===== config.mk =====
export PLATFORM = sky130hd
export DESIGN_NAME = script_token_lexer
export DESIGN_NICKNAME = d
export VERILOG_FILES = /design/src/design/stl_pkg.sv /design/src/design/script_token_lexer.sv
export SDC_FILE = /design/constraint.sdc
export NUM_CORES = 2
export LEC_CHECK = 0
export ABC_CLOCK_PERIOD_IN_PS = 13100
export BUFFER_PORTS_ARGS = -buffer_cell sky130_fd_sc_hd__buf_2
export CORE_MARGIN = 5
export CORE_UTILIZATION = 57
export DETAILED_ROUTE_END_ITERATION = 10
export PLACE_DENSITY = 0.74
export SYNTH_ARGS = -nofsm -noshare
export SYNTH_HDL_FRONTEND = slang
export SYNTH_SLANG_ARGS = --single-unit

===== constraint.sdc =====
create_clock -name clock -period 13.1 [get_ports clock]
set_input_delay 1.31 -clock clock [delete_from_list [all_inputs] [get_ports clock]]
set_output_delay 1.31 -clock clock [all_outputs]
set_load 0.005 [all_outputs]

===== src/design/stl_pkg.sv =====
// package for the script token lexer: token kinds, error codes, command codes,
// lexer mode encoding, character constants and character classification
// no dependencies
package stl_pkg;

   localparam int STL_LINE_BITS   = 24;
   localparam int STL_OFFSET_BITS = 32;
   localparam int STL_LENGTH_BITS = 16;

   localparam int VALUE_BITS = 64;

   // command codes
   localparam logic CMD_BYTE = 1'b0;
   localparam logic CMD_END  = 1'b1;

   // token kinds
   localparam logic [3:0] K_IDENT  = 4'd0;
   localparam logic [3:0] K_NUMBER = 4'd1;
   localparam logic [3:0] K_LBRACE = 4'd2;
   localparam logic [3:0] K_RBRACE = 4'd3;
   localparam logic [3:0] K_LPAREN = 4'd4;
   localparam logic [3:0] K_RPAREN = 4'd5;
   localparam logic [3:0] K_COLON  = 4'd6;
   localparam logic [3:0] K_SEMI   = 4'd7;
   localparam logic [3:0] K_ASSIGN = 4'd8;
   localparam logic [3:0] K_STAR   = 4'd9;
   localparam logic [3:0] K_PLUS   = 4'd10;
   localparam logic [3:0] K_MINUS  = 4'd11;
   localparam logic [3:0] K_SLASH  = 4'd12;
   localparam logic [3:0] K_SHL    = 4'd13;
   localparam logic [3:0] K_END    = 4'd14;

   // error codes
   localparam logic [1:0] ERR_NONE       = 2'd0;
   localparam logic [1:0] ERR_BAD_NUMBER = 2'd1;
   localparam logic [1:0] ERR_BAD_CHAR   = 2'd2;

   // characters
   localparam logic [7:0] CH_UNDER  = "_";
   localparam logic [7:0] CH_DOLLAR = "$";
   localparam logic [7:0] CH_DOT    = ".";
   localparam logic [7:0] CH_NL     = 8'h0a;
   localparam logic [7:0] CH_LT     = "<";
   localparam logic [7:0] CH_STAR   = "*";
   localparam logic [7:0] CH_SLASH  = "/";
   localparam logic [7:0] CH_SPACE  = " ";
   localparam logic [7:0] CH_TAB    = 8'h09;
   localparam logic [7:0] CH_CR     = 8'h0d;
   localparam logic [7:0] CH_X_LO   = "x";
   localparam logic [7:0] CH_X_UP   = "X";

   typedef enum logic [11:0] {
      MODE_IDLE    = 12'b0000_0000_0001,
      MODE_IDENT   = 12'b0000_0000_0010,
      MODE_DEC     = 12'b0000_0000_0100,
      MODE_ZERO    = 12'b0000_0000_1000,
      MODE_ZX      = 12'b0000_0001_0000,
      MODE_HEX     = 12'b0000_0010_0000,
      MODE_OCT     = 12'b0000_0100_0000,
      MODE_LT      = 12'b0000_1000_0000,
      MODE_SLASH   = 12'b0001_0000_0000,
      MODE_COMMENT = 12'b0010_0000_0000,
      MODE_CSTAR   = 12'b0100_0000_0000,
      MODE_HALT    = 12'b1000_0000_0000
   } mode_type;

   function automatic logic is_alpha(input logic [7:0] c);
      return (c >= "A" && c <= "Z") || (c >= "a" && c <= "z");
   endfunction

   function automatic logic is_digit(input logic [7:0] c);
      return c >= "0" && c <= "9";
   endfunction

   function automatic logic is_octal(input logic [7:0] c);
      return c >= "0" && c <= "7";
   endfunction

   function automatic logic is_space(input logic [7:0] c);
      return c == CH_SPACE || (c >= CH_TAB && c <= CH_CR);
   endfunction

   function automatic logic is_start(input logic [7:0] c);
      return is_alpha(c) || c == CH_UNDER || c == CH_DOLLAR || c == CH_DOT;
   endfunction

   function automatic logic is_cont(input logic [7:0] c);
      return is_start(c) || is_digit(c);
   endfunction

   function automatic logic is_hex(input logic [7:0] c);
      return is_digit(c) || (c >= "a" && c <= "f") || (c >= "A" && c <= "F");
   endfunction

   // letters a-f and A-F share their low three bits, value is that plus nine
   function automatic logic [3:0] hex_val(input logic [7:0] c);
      logic [3:0] v;
      if (is_digit(c)) begin
         v = c[3:0];
      end else begin
         v = 4'({1'b0, c[2:0]} + 4'd9);
      end
      return v;
   endfunction

   function automatic logic is_punct(input logic [7:0] c);
      logic r;
      case (c)
         "{", "}", "(", ")", ":", ";", "=", "*", "+", "-": r = 1'b1;
         default: r = 1'b0;
      endcase
      return r;
   endfunction

   function automatic logic [3:0] punct_kind(input logic [7:0] c);
      logic [3:0] k;
      case (c)
         "{": k = K_LBRACE;
         "}": k = K_RBRACE;
         "(": k = K_LPAREN;
         ")": k = K_RPAREN;
         ":": k = K_COLON;
         ";": k = K_SEMI;
         "=": k = K_ASSIGN;
         "*": k = K_STAR;
         "+": k = K_PLUS;
         "-": k = K_MINUS;
         default: k = K_IDENT;
      endcase
      return k;
   endfunction

endpackage


===== src/design/script_token_lexer.sv =====
// script token lexer top level: source bytes and end markers in, tokens out
// through a four-entry result queue; depends on stl_pkg
// a transaction's results enter the queue in the cycle after it is accepted
// throughput: one transaction per cycle while two queue entries are free; up to two
//    results per transaction, a third one waits for the next transaction
// reset: synchronous, active high; line 1, column 1, offset 0, result queue empty
module script_token_lexer
   import stl_pkg::*;
#(
   parameter int LINE_BITS   = STL_LINE_BITS,
   parameter int OFFSET_BITS = STL_OFFSET_BITS,
   parameter int LENGTH_BITS = STL_LENGTH_BITS
) (
   input  logic                   clock,
   input  logic                   reset,
   input  logic                   req_valid,
   output logic                   req_ready,
   input  logic                   req_command,
   input  logic [7:0]             req_source_byte,
   output logic                   rsp_valid,
   input  logic                   rsp_ready,
   output logic [3:0]             rsp_token_kind,
   output logic [1:0]             rsp_error_code,
   output logic [OFFSET_BITS-1:0] rsp_token_offset,
   output logic [LINE_BITS-1:0]   rsp_token_line,
   output logic [LINE_BITS-1:0]   rsp_token_column,
   output logic [LENGTH_BITS-1:0] rsp_token_length,
   output logic [VALUE_BITS-1:0]  rsp_number_value,
   output logic                   rsp_last_of_run
);

   typedef struct packed {
      logic [3:0]             kind;
      logic [1:0]             err;
      logic [OFFSET_BITS-1:0] off;
      logic [LINE_BITS-1:0]   line;
      logic [LINE_BITS-1:0]   col;
      logic [LENGTH_BITS-1:0] len;
      logic [VALUE_BITS-1:0]  val;
      logic                   last;
   } result_type;

   function automatic result_type make_result(
      input logic [3:0]             kind,
      input logic [1:0]             err,
      input logic [OFFSET_BITS-1:0] off,
      input logic [LINE_BITS-1:0]   line,
      input logic [LINE_BITS-1:0]   col,
      input logic [LENGTH_BITS-1:0] len,
      input logic [VALUE_BITS-1:0]  val
   );
      result_type r;
      r.kind = kind;
      r.err  = err;
      r.off  = off;
      r.line = line;
      r.col  = col;
      r.len  = len;
      r.val  = val;
      r.last = 1'b0;
      return r;
   endfunction

   localparam logic [LINE_BITS-1:0]   LINE_ONE = LINE_BITS'(1);
   localparam logic [LINE_BITS-1:0]   LINE_MAX = {LINE_BITS{1'b1}};
   localparam logic [LENGTH_BITS-1:0] LEN_ONE  = LENGTH_BITS'(1);
   localparam logic [LENGTH_BITS-1:0] LEN_TWO  = LENGTH_BITS'(2);
   localparam logic [LENGTH_BITS-1:0] LEN_MAX  = {LENGTH_BITS{1'b1}};

   // lexer state
   mode_type               mode_ff, mode_in;
   logic [LINE_BITS-1:0]   cur_line_ff, cur_line_in;
   logic [LINE_BITS-1:0]   cur_col_ff, cur_col_in;
   logic [OFFSET_BITS-1:0] cur_off_ff, cur_off_in;
   logic [LINE_BITS-1:0]   tok_line_ff, tok_line_in;
   logic [LINE_BITS-1:0]   tok_col_ff, tok_col_in;
   logic [OFFSET_BITS-1:0] tok_off_ff, tok_off_in;
   logic [LENGTH_BITS-1:0] tok_len_ff, tok_len_in;
   logic [VALUE_BITS-1:0]  num_ff, num_in;
   logic                   ovf_ff, ovf_in;

   // result carried over to the next transaction
   logic                   pend_valid_ff, pend_valid_in;
   result_type             pend_ff, pend_in;

   // result queue
   result_type             q_ff [4];
   logic [1:0]             head_ff, head_in;
   logic [2:0]             count_ff, count_in;
   logic [1:0]             wr0, wr1;

   logic                   item_acc, is_byte, pop;
   logic [7:0]             c;

   logic                   nl;
   logic [LINE_BITS-1:0]   line_inc, col_inc, tok_col_inc;
   logic [LINE_BITS-1:0]   adv_line, adv_col;
   logic [OFFSET_BITS-1:0] adv_off, tok_off_inc;
   logic [LENGTH_BITS-1:0] tok_len_inc;

   logic [VALUE_BITS+3:0]  dec_wide;
   logic                   dec_ovf, oct_ovf, hex_ovf;
   logic [VALUE_BITS-1:0]  oct_val, hex_val_acc;

   logic                   a1_v, a2_v, b_v, do_b, b_halt;
   result_type             a1_r, a2_r, b_r, s0, s1;
   logic [1:0]             n_res;

   assign item_acc = req_valid && req_ready;
   assign pop      = rsp_valid && rsp_ready;
   assign is_byte  = (req_command == CMD_BYTE);
   assign c        = req_source_byte;

   // position arithmetic
   assign nl          = (c == CH_NL);
   assign line_inc    = (cur_line_ff == LINE_MAX) ? cur_line_ff : cur_line_ff + LINE_ONE;
   assign col_inc     = (cur_col_ff == LINE_MAX) ? cur_col_ff : cur_col_ff + LINE_ONE;
   assign tok_col_inc = (tok_col_ff == LINE_MAX) ? tok_col_ff : tok_col_ff + LINE_ONE;
   assign tok_len_inc = (tok_len_ff == LEN_MAX) ? tok_len_ff : tok_len_ff + LEN_ONE;
   assign adv_line    = nl ? line_inc : cur_line_ff;
   assign adv_col     = nl ? LINE_ONE : col_inc;
   assign adv_off     = cur_off_ff + OFFSET_BITS'(1);
   assign tok_off_inc = tok_off_ff + OFFSET_BITS'(1);

   // digit accumulation
   assign dec_wide    = ({4'b0, num_ff} << 3) + ({4'b0, num_ff} << 1)
                        + (VALUE_BITS + 4)'(c[3:0]);
   assign dec_ovf     = |dec_wide[VALUE_BITS+3:VALUE_BITS];
   assign oct_ovf     = |num_ff[VALUE_BITS-1:VALUE_BITS-3];
   assign oct_val     = {num_ff[VALUE_BITS-4:0], c[2:0]};
   assign hex_ovf     = |num_ff[VALUE_BITS-1:VALUE_BITS-4];
   assign hex_val_acc = {num_ff[VALUE_BITS-5:0], hex_val(c)};

   always_comb begin
      mode_in     = mode_ff;
      cur_line_in = cur_line_ff;
      cur_col_in  = cur_col_ff;
      cur_off_in  = cur_off_ff;
      tok_line_in = tok_line_ff;
      tok_col_in  = tok_col_ff;
      tok_off_in  = tok_off_ff;
      tok_len_in  = tok_len_ff;
      num_in      = num_ff;
      ovf_in      = ovf_ff;
      a1_v        = 1'b0;
      a2_v        = 1'b0;
      b_v         = 1'b0;
      a1_r        = '0;
      a2_r        = '0;
      b_r         = '0;
      do_b        = 1'b0;
      b_halt      = 1'b0;

      if (item_acc) begin
         // continue or close the token in progress
         unique case (mode_ff)
            MODE_IDLE: begin
               do_b = 1'b1;
            end
            MODE_HALT: begin
               do_b   = 1'b1;
               b_halt = 1'b1;
            end
            MODE_IDENT: begin
               if (is_byte && is_cont(c)) begin
                  tok_len_in  = tok_len_inc;
                  cur_line_in = adv_line;
                  cur_col_in  = adv_col;
                  cur_off_in  = adv_off;
               end else begin
                  a1_v = 1'b1;
                  a1_r = make_result(K_IDENT, ERR_NONE, tok_off_ff, tok_line_ff, tok_col_ff,
                                     tok_len_ff, '0);
                  do_b = 1'b1;
               end
            end
            MODE_DEC, MODE_ZERO, MODE_OCT, MODE_HEX: begin
               if (is_byte && mode_ff == MODE_DEC && is_digit(c)) begin
                  if (!ovf_ff) begin
                     if (dec_ovf) ovf_in = 1'b1;
                     else num_in = dec_wide[VALUE_BITS-1:0];
                  end
                  tok_len_in  = tok_len_inc;
                  cur_line_in = adv_line;
                  cur_col_in  = adv_col;
                  cur_off_in  = adv_off;
               end else if (is_byte && mode_ff == MODE_ZERO
                            && (c == CH_X_LO || c == CH_X_UP)) begin
                  mode_in     = MODE_ZX;
                  tok_len_in  = tok_len_inc;
                  cur_line_in = adv_line;
                  cur_col_in  = adv_col;
                  cur_off_in  = adv_off;
               end else if (is_byte && (mode_ff == MODE_ZERO || mode_ff == MODE_OCT)
                            && is_octal(c)) begin
                  mode_in = MODE_OCT;
                  if (!ovf_ff) begin
                     if (oct_ovf) ovf_in = 1'b1;
                     else num_in = oct_val;
                  end
                  tok_len_in  = tok_len_inc;
                  cur_line_in = adv_line;
                  cur_col_in  = adv_col;
                  cur_off_in  = adv_off;
               end else if (is_byte && mode_ff == MODE_HEX && is_hex(c)) begin
                  if (!ovf_ff) begin
                     if (hex_ovf) ovf_in = 1'b1;
                     else num_in = hex_val_acc;
                  end
                  tok_len_in  = tok_len_inc;
                  cur_line_in = adv_line;
                  cur_col_in  = adv_col;
                  cur_off_in  = adv_off;
               end else begin
                  a1_v = 1'b1;
                  do_b = 1'b1;
                  if (ovf_ff) begin
                     a1_r   = make_result(K_IDENT, ERR_BAD_NUMBER, tok_off_ff, tok_line_ff,
                                          tok_col_ff, '0, '0);
                     b_halt = 1'b1;
                  end else begin
                     a1_r = make_result(K_NUMBER, ERR_NONE, tok_off_ff, tok_line_ff,
                                        tok_col_ff, tok_len_ff, num_ff);
                  end
               end
            end
            MODE_ZX: begin
               if (is_byte && is_hex(c)) begin
                  mode_in     = MODE_HEX;
                  num_in      = VALUE_BITS'(hex_val(c));
                  tok_len_in  = tok_len_inc;
                  cur_line_in = adv_line;
                  cur_col_in  = adv_col;
                  cur_off_in  = adv_off;
               end else begin
                  // bare 0x: number zero, then x starts an identifier
                  a1_v       = 1'b1;
                  a1_r       = make_result(K_NUMBER, ERR_NONE, tok_off_ff, tok_line_ff,
                                           tok_col_ff, LEN_ONE, '0);
                  tok_off_in = tok_off_inc;
                  tok_col_in = tok_col_inc;
                  if (is_byte && is_cont(c)) begin
                     mode_in     = MODE_IDENT;
                     tok_len_in  = LEN_TWO;
                     cur_line_in = adv_line;
                     cur_col_in  = adv_col;
                     cur_off_in  = adv_off;
                  end else begin
                     tok_len_in = LEN_ONE;
                     a2_v       = 1'b1;
                     a2_r       = make_result(K_IDENT, ERR_NONE, tok_off_inc, tok_line_ff,
                                              tok_col_inc, LEN_ONE, '0);
                     do_b       = 1'b1;
                  end
               end
            end
            MODE_LT: begin
               if (is_byte && c == CH_LT) begin
                  a1_v        = 1'b1;
                  a1_r        = make_result(K_SHL, ERR_NONE, tok_off_ff, tok_line_ff,
                                            tok_col_ff, LEN_TWO, '0);
                  tok_len_in  = LEN_TWO;
                  mode_in     = MODE_IDLE;
                  cur_line_in = adv_line;
                  cur_col_in  = adv_col;
                  cur_off_in  = adv_off;
               end else begin
                  a1_v   = 1'b1;
                  a1_r   = make_result(K_IDENT, ERR_BAD_CHAR, tok_off_ff, tok_line_ff,
                                       tok_col_ff, '0, '0);
                  do_b   = 1'b1;
                  b_halt = 1'b1;
               end
            end
            MODE_SLASH: begin
               if (is_byte && c == CH_STAR) begin
                  mode_in     = MODE_COMMENT;
                  cur_line_in = adv_line;
                  cur_col_in  = adv_col;
                  cur_off_in  = adv_off;
               end else begin
                  tok_len_in = LEN_ONE;
                  a1_v       = 1'b1;
                  a1_r       = make_result(K_SLASH, ERR_NONE, tok_off_ff, tok_line_ff,
                                           tok_col_ff, LEN_ONE, '0);
                  do_b       = 1'b1;
               end
            end
            MODE_COMMENT, MODE_CSTAR: begin
               if (!is_byte) begin
                  do_b = 1'b1;
               end else begin
                  if (mode_ff == MODE_CSTAR && c == CH_SLASH) mode_in = MODE_IDLE;
                  else if (c == CH_STAR) mode_in = MODE_CSTAR;
                  else mode_in = MODE_COMMENT;
                  cur_line_in = adv_line;
                  cur_col_in  = adv_col;
                  cur_off_in  = adv_off;
               end
            end
            default: begin
               mode_in = MODE_IDLE;
            end
         endcase

         // the transaction seen between tokens, or while halted
         if (do_b) begin
            mode_in = b_halt ? MODE_HALT : MODE_IDLE;
            if (!is_byte) begin
               b_v         = 1'b1;
               b_r         = make_result(K_END, ERR_NONE, cur_off_ff, cur_line_ff, cur_col_ff,
                                         '0, '0);
               mode_in     = MODE_IDLE;
               cur_line_in = LINE_ONE;
               cur_col_in  = LINE_ONE;
               cur_off_in  = '0;
               tok_line_in = '0;
               tok_col_in  = '0;
               tok_off_in  = '0;
               tok_len_in  = '0;
               num_in      = '0;
               ovf_in      = 1'b0;
            end else if (!b_halt) begin
               if (is_space(c)) begin
                  cur_line_in = adv_line;
                  cur_col_in  = adv_col;
                  cur_off_in  = adv_off;
               end else begin
                  tok_line_in = cur_line_ff;
                  tok_col_in  = cur_col_ff;
                  tok_off_in  = cur_off_ff;
                  tok_len_in  = LEN_ONE;
                  if (is_start(c) || is_digit(c) || c == CH_SLASH || c == CH_LT
                      || is_punct(c)) begin
                     cur_line_in = adv_line;
                     cur_col_in  = adv_col;
                     cur_off_in  = adv_off;
                  end
                  if (is_start(c)) begin
                     mode_in = MODE_IDENT;
                  end else if (is_digit(c)) begin
                     num_in  = VALUE_BITS'(c[3:0]);
                     ovf_in  = 1'b0;
                     mode_in = (c[3:0] == 4'd0) ? MODE_ZERO : MODE_DEC;
                  end else if (c == CH_SLASH) begin
                     mode_in = MODE_SLASH;
                  end else if (c == CH_LT) begin
                     mode_in = MODE_LT;
                  end else if (is_punct(c)) begin
                     b_v = 1'b1;
                     b_r = make_result(punct_kind(c), ERR_NONE, cur_off_ff, cur_line_ff,
                                       cur_col_ff, LEN_ONE, '0);
                  end else begin
                     b_v     = 1'b1;
                     b_r     = make_result(K_IDENT, ERR_BAD_CHAR, cur_off_ff, cur_line_ff,
                                           cur_col_ff, '0, '0);
                     mode_in = MODE_HALT;
                  end
               end
            end
         end
      end
   end

   // order the results of this transaction, a third one waits for the next
   always_comb begin
      s0            = b_r;
      s1            = b_r;
      n_res         = 2'd0;
      pend_valid_in = pend_valid_ff;
      pend_in       = pend_ff;
      if (item_acc) begin
         pend_valid_in = 1'b0;
         if (pend_valid_ff) begin
            s0    = pend_ff;
            n_res = b_v ? 2'd2 : 2'd1;
         end else if (a2_v) begin
            s0            = a1_r;
            s1            = a2_r;
            n_res         = 2'd2;
            pend_valid_in = b_v;
            pend_in       = b_r;
         end else if (a1_v) begin
            s0    = a1_r;
            n_res = b_v ? 2'd2 : 2'd1;
         end else begin
            n_res = b_v ? 2'd1 : 2'd0;
         end
      end
      s0.last = (n_res == 2'd1);
      s1.last = 1'b1;
   end

   assign wr0      = head_ff + count_ff[1:0];
   assign wr1      = wr0 + 2'd1;
   assign head_in  = pop ? head_ff + 2'd1 : head_ff;
   assign count_in = count_ff + {1'b0, n_res} - {2'b0, pop};

   assign req_ready = (count_ff < 3'd3);
   assign rsp_valid = (count_ff != 3'd0);

   assign rsp_token_kind   = q_ff[head_ff].kind;
   assign rsp_error_code   = q_ff[head_ff].err;
   assign rsp_token_offset = q_ff[head_ff].off;
   assign rsp_token_line   = q_ff[head_ff].line;
   assign rsp_token_column = q_ff[head_ff].col;
   assign rsp_token_length = q_ff[head_ff].len;
   assign rsp_number_value = q_ff[head_ff].val;
   assign rsp_last_of_run  = q_ff[head_ff].last;

   always_ff @(posedge clock) begin
      if (reset) begin
         mode_ff       <= MODE_IDLE;
         cur_line_ff   <= LINE_ONE;
         cur_col_ff    <= LINE_ONE;
         cur_off_ff    <= '0;
         tok_line_ff   <= '0;
         tok_col_ff    <= '0;
         tok_off_ff    <= '0;
         tok_len_ff    <= '0;
         num_ff        <= '0;
         ovf_ff        <= 1'b0;
         pend_valid_ff <= 1'b0;
         head_ff       <= '0;
         count_ff      <= '0;
      end else begin
         mode_ff       <= mode_in;
         cur_line_ff   <= cur_line_in;
         cur_col_ff    <= cur_col_in;
         cur_off_ff    <= cur_off_in;
         tok_line_ff   <= tok_line_in;
         tok_col_ff    <= tok_col_in;
         tok_off_ff    <= tok_off_in;
         tok_len_ff    <= tok_len_in;
         num_ff        <= num_in;
         ovf_ff        <= ovf_in;
         pend_valid_ff <= pend_valid_in;
         head_ff       <= head_in;
         count_ff      <= count_in;
      end
   end

   always_ff @(posedge clock) begin
      pend_ff <= pend_in;
      if (n_res != 2'd0) begin
         q_ff[wr0] <= s0;
      end
      if (n_res == 2'd2) begin
         q_ff[wr1] <= s1;
      end
   end

   a_queue_bound: assert property (@(posedge clock) disable iff (reset)
      count_ff <= 3'd4)
      else $error("result queue overfilled");

   a_mode_onehot: assert property (@(posedge clock) disable iff (reset)
      $onehot(mode_ff))
      else $error("lexer mode not one-hot");

   a_pend_mode: assert property (@(posedge clock) disable iff (reset)
      pend_valid_ff |-> (mode_ff == MODE_IDLE || mode_ff == MODE_HALT))
      else $error("carried result with a token in progress");

   a_end_restart: assert property (@(posedge clock) disable iff (reset)
      (item_acc && req_command == CMD_END) |=>
         (mode_ff == MODE_IDLE && cur_off_ff == '0 && cur_line_ff == LINE_ONE))
      else $error("end marker did not restart the lexer");

endmodule

==> results.md <==
- DRC Markers: 0
- Synth async-reset ratio: 0%
- # clock sinks: 1,015
- RSZ-0062 raised after global routing: false
- First-pass GRT wire length: 285 mm
- Largest net degree at the start of global routing: 134
- Syn Inst Count: about 6,000
- Reg2reg path depth: 15
- Fin nets: a little under 6,000
- Hold Crit Class: reg2reg
- Worst hold margin: about 450 ps
- Initial core utilization: 57.3%
- Synth Cell Area: 56,200 µm²
- Hold_sp: q_ff[0][17]$_SDFFE_PP0P_
- Fillers: 8,115
- Setup_tns: 0 ps
- PostCTS Resize Cnt: 0
- CTS root buf: clkbuf_16
- Die width: 324 µm
- WS Path Type: in2reg
- Hold depth: 2
- DR pass1 iterations: 9
- Setup repair bufs after CTS: 0
- Yosys warning count: 0
- ANT nets after route: 0
- Post-synth EDFFs: 430
- Startpoint class of the critical path: input pin
- Crit-path max FO: 91
- Switching part of the total: 30.5%
- Reg2reg end: q_ff[2][106]$_DFFE_PP_
- GRT Util Overall: 34.4%
- Max_slew headroom: 10.8%
- Final setup vio count: 0
- Clock period minus worst slack: 9730 ps
- Sequential fraction of the synthesis area: 43.8%
- Die H: 324 µm
- H-tree depth: 3
- Outcome: finished, final reports clean
- Hold Path Sink: q_ff[0][17]$_SDFFE_PP0P_
- Crit. End Element: flop
- Period utilisation layout: around 74%
- DRT iter0 DRCs: 7,458
- Worst vdd ir: 119 µV
- Ports: ~180
- #FFs+latches synth: 1,015
- Clk pwr share: 38.0%
- Psw: between 2 and 3 mW
- # hold bufs at CTS: 0
- CTS clock-pin slew for the worst setup and hold paths: 60 ps
- Number of global-route vias before repair: 47,334
- Cell leakage power: 21.3 nW
- Layout cells sized above 1: 12.5%
- Maxcap violations: 0
- Syn nets: between 6,000 and 7,000
- DP Wirelength: 121 mm
- Reg2reg setup slack: 3950 ps
- Seq pwr share: 42.6%
- Clock skew: 57.7 ps
- Area Growth Syn to Fin: 8.27%
- Power share of the combinational group: just under 20%
- Internal: 5.76 mW
- Slew Limit Fails: 0
- DR WL/cell: about 26 µm
- Grt total ovfl: 0
- CTS buffer count: 104
- Die footprint: 105,000 µm²
- Final wirelength: about 190 mm
- Vias: 50,578
- Final hold vios: 0
- Fmax: 103 MHz
- PortBufs: 181
- Initial antenna violation count: 10
- Longest Clk Path Bufs: 3
- Synthesized area per cell: 9.54 µm²
- RD Place Congestion: 1.01
- Core footprint: 98,100 µm²
- Power Dens Cells: about 140 nW/µm²
- Row cnt: around 120
- Unique cell type count in the Yosys netlist: 108
- FF-to-FF Start: mode_ff[11]$_SDFFE_PP0P_
- CTS tree: done
- Worst EP arrival: 10,080 ps
- Clock Latency Late Sink: 730 ps
- Synth Flop Type: dfxtp_1
- Slew @ Worst Pin: ~1300 ps
- Worst Path Required: 13,450 ps
- Vias per inst: 7.15
[per-stage QoR]
stage | area [µm²] | std cells | worst slack (ps) | util, % | total power [mW]
global route | 60800 | 7074 | 3080 | 62.0 | 8.53
floorplan | 56200 | 5890 | 4690 | - | 4.60
CTS | 60800 | 7070 | 3680 | 62.0 | 8.26
detailed placement | 57200 | 6872 | 2990 | 58.3 | 5.16
global placement | 57200 | 6872 | 3160 | 58.3 | 5.14
finish | 60800 | 7076 | 3370 | 62.0 | 8.29
[state kept, by name (all words and copies together), names as in the netlist, named ones only]
register,count
num_ff,64
count_ff,3
tok_line_ff,24
tok_len_ff,16
tok_off_ff,32
tok_col_ff,24
pend_valid_ff,1
cur_col_ff,24
mode_ff,12
head_ff,2
ovf_ff,1
cur_line_ff,24
cur_off_ff,32
pend_ff,86
q_ff,668
[worst max-delay path by stage]
stage,slack (ps),start,endpoint
after detailed placement,2990,req_source_byte[4],q_ff[2][106]$_DFFE_PP_
final,3370,req_source_byte[4],q_ff[2][106]$_DFFE_PP_
after CTS,3680,req_source_byte[4],q_ff[2][105]$_DFFE_PP_
after global routing,3080,req_source_byte[1],q_ff[2][105]$_DFFE_PP_
after floorplan,4690,req_source_byte[0],q_ff[0][100]$_DFFE_PP_
after global placement,3160,req_source_byte[4],q_ff[2][106]$_DFFE_PP_
[Yosys cell counts (24+ instances only)]
| cell type | n | area, µm² |
|---|---|---|
| a22o_1 | 238 | 2080 |
| o21ai_0 | 394 | 1970 |
| a31oi_1 | 45 | 282 |
| and3_1 | 75 | 469 |
| nand4_1 | 69 | 432 |
| a211oi_1 | 26 | 195 |
| xnor2_1 | 103 | 902 |
| xor2_1 | 69 | 604 |
| a22oi_1 | 64 | 480 |
| nand2_1 | 598 | 2240 |
| ha_1 | 144 | 1800 |
| edfxtp_1 | 430 | 12900 |
| buf_1 | 65 | 244 |
| nor3_1 | 74 | 370 |
| o211ai_1 | 115 | 863 |
| nor2_1 | 354 | 1330 |
| o22ai_1 | 350 | 2190 |
| clkbuf_1 | 402 | 1510 |
| a21o_1 | 41 | 308 |
| nor2b_1 | 24 | 150 |
| inv_1 | 96 | 360 |
| mux4_2 | 167 | 3760 |
| a21oi_1 | 411 | 2060 |
| nor4_1 | 31 | 194 |
| a221o_1 | 24 | 240 |
| a222oi_1 | 38 | 380 |
| and2_1 | 49 | 307 |
| a221oi_1 | 55 | 482 |
| dfxtp_1 | 585 | 11700 |
| buf_2 | 91 | 455 |
| nand3_1 | 221 | 1110 |
[critical path, cell delays in order]
cell,delay (ps)
buf_2,330
and4bb_2,430
o21a_1,510
and3_1,740
nor3_1,200
a41oi_2,520
a21oi_1,200
or2_1,470
inv_4,840
ha_1,470
o41ai_2,810
nor2_1,280
nor2_4,160
buf_4,780
clkinv_2,1130
buf_4,730
[layout by cell type, fill, tap and decap left out, drive strengths merged, types with 21 or more instances in the layout]
master	n
o21ai	404
and4	23
and3	75
xnor2	103
a21o	41
nor2b	24
nor3	75
xor2	69
o31ai	24
or3	22
a222oi	38
a21oi	414
mux4	167
a221oi	55
edfxtp	430
a211oi	28
inv	99
nand4	69
nor4	35
clkinv	33
a22oi	65
nand2	598
o211ai	115
a221o	24
and2	74
dfxtp	585
o22ai	350
buf	269
clkbuf	144
a31oi	45
ha	144
mux2i	21
a22o	238
nand3	221
nor2	362
nand2b	23
[area by class of cell]
cell class              count  area, µm²  area share (%)
diodes                      6       15.0          0.0247
clock buffers             144       2900            4.77
clock inverters            54        708            1.16
inverters                 100        384           0.631
multi-input cells        4201      29000            47.7
flip-flops and latches   1015      24600            40.5
well taps                1287       1610            2.65
repair buffers            269       1580            2.60
[power by group through the flow]
stage               clock network, mW  registers, mW  logic, mW
CTS                              3.16           3.53       1.57
finish                           3.15           3.54       1.60
floorplan                           0           3.52       1.09
global route                     3.30           3.55       1.69
detailed placement                  0           3.60       1.56
global placement                    0           3.59       1.55
[kinds of logic (layout without fill, tap and decap cells)]
group                    count (synthesis)  count (layout)  synth area share (%)
XOR/XNOR                               172             172                  2.68
multiplexers                           193             193                  7.17
AND/OR/NAND/NOR                       1673            1673                  14.3
other                                    0               6                     0
flip-flops                            1015            1015                  43.8
AO/OA/AOI/OAI                         2016            2016                  23.9
adder cells (fa/ha/maj)                147             147                  3.31
buffers and inverters                  674             567                  4.84
[layer usage]
layer  share of wire (%)  global-route usage (%)  vias up
met1                  40                    49.7    24487
met4                 3.3                    11.1        6
li1                    -                       -    22164
met3                  14                    9.28      474
met5               0.025                       0        -
met2                  43                    50.8     3447
Note: power is estimated with default switching activity, not from simulation.
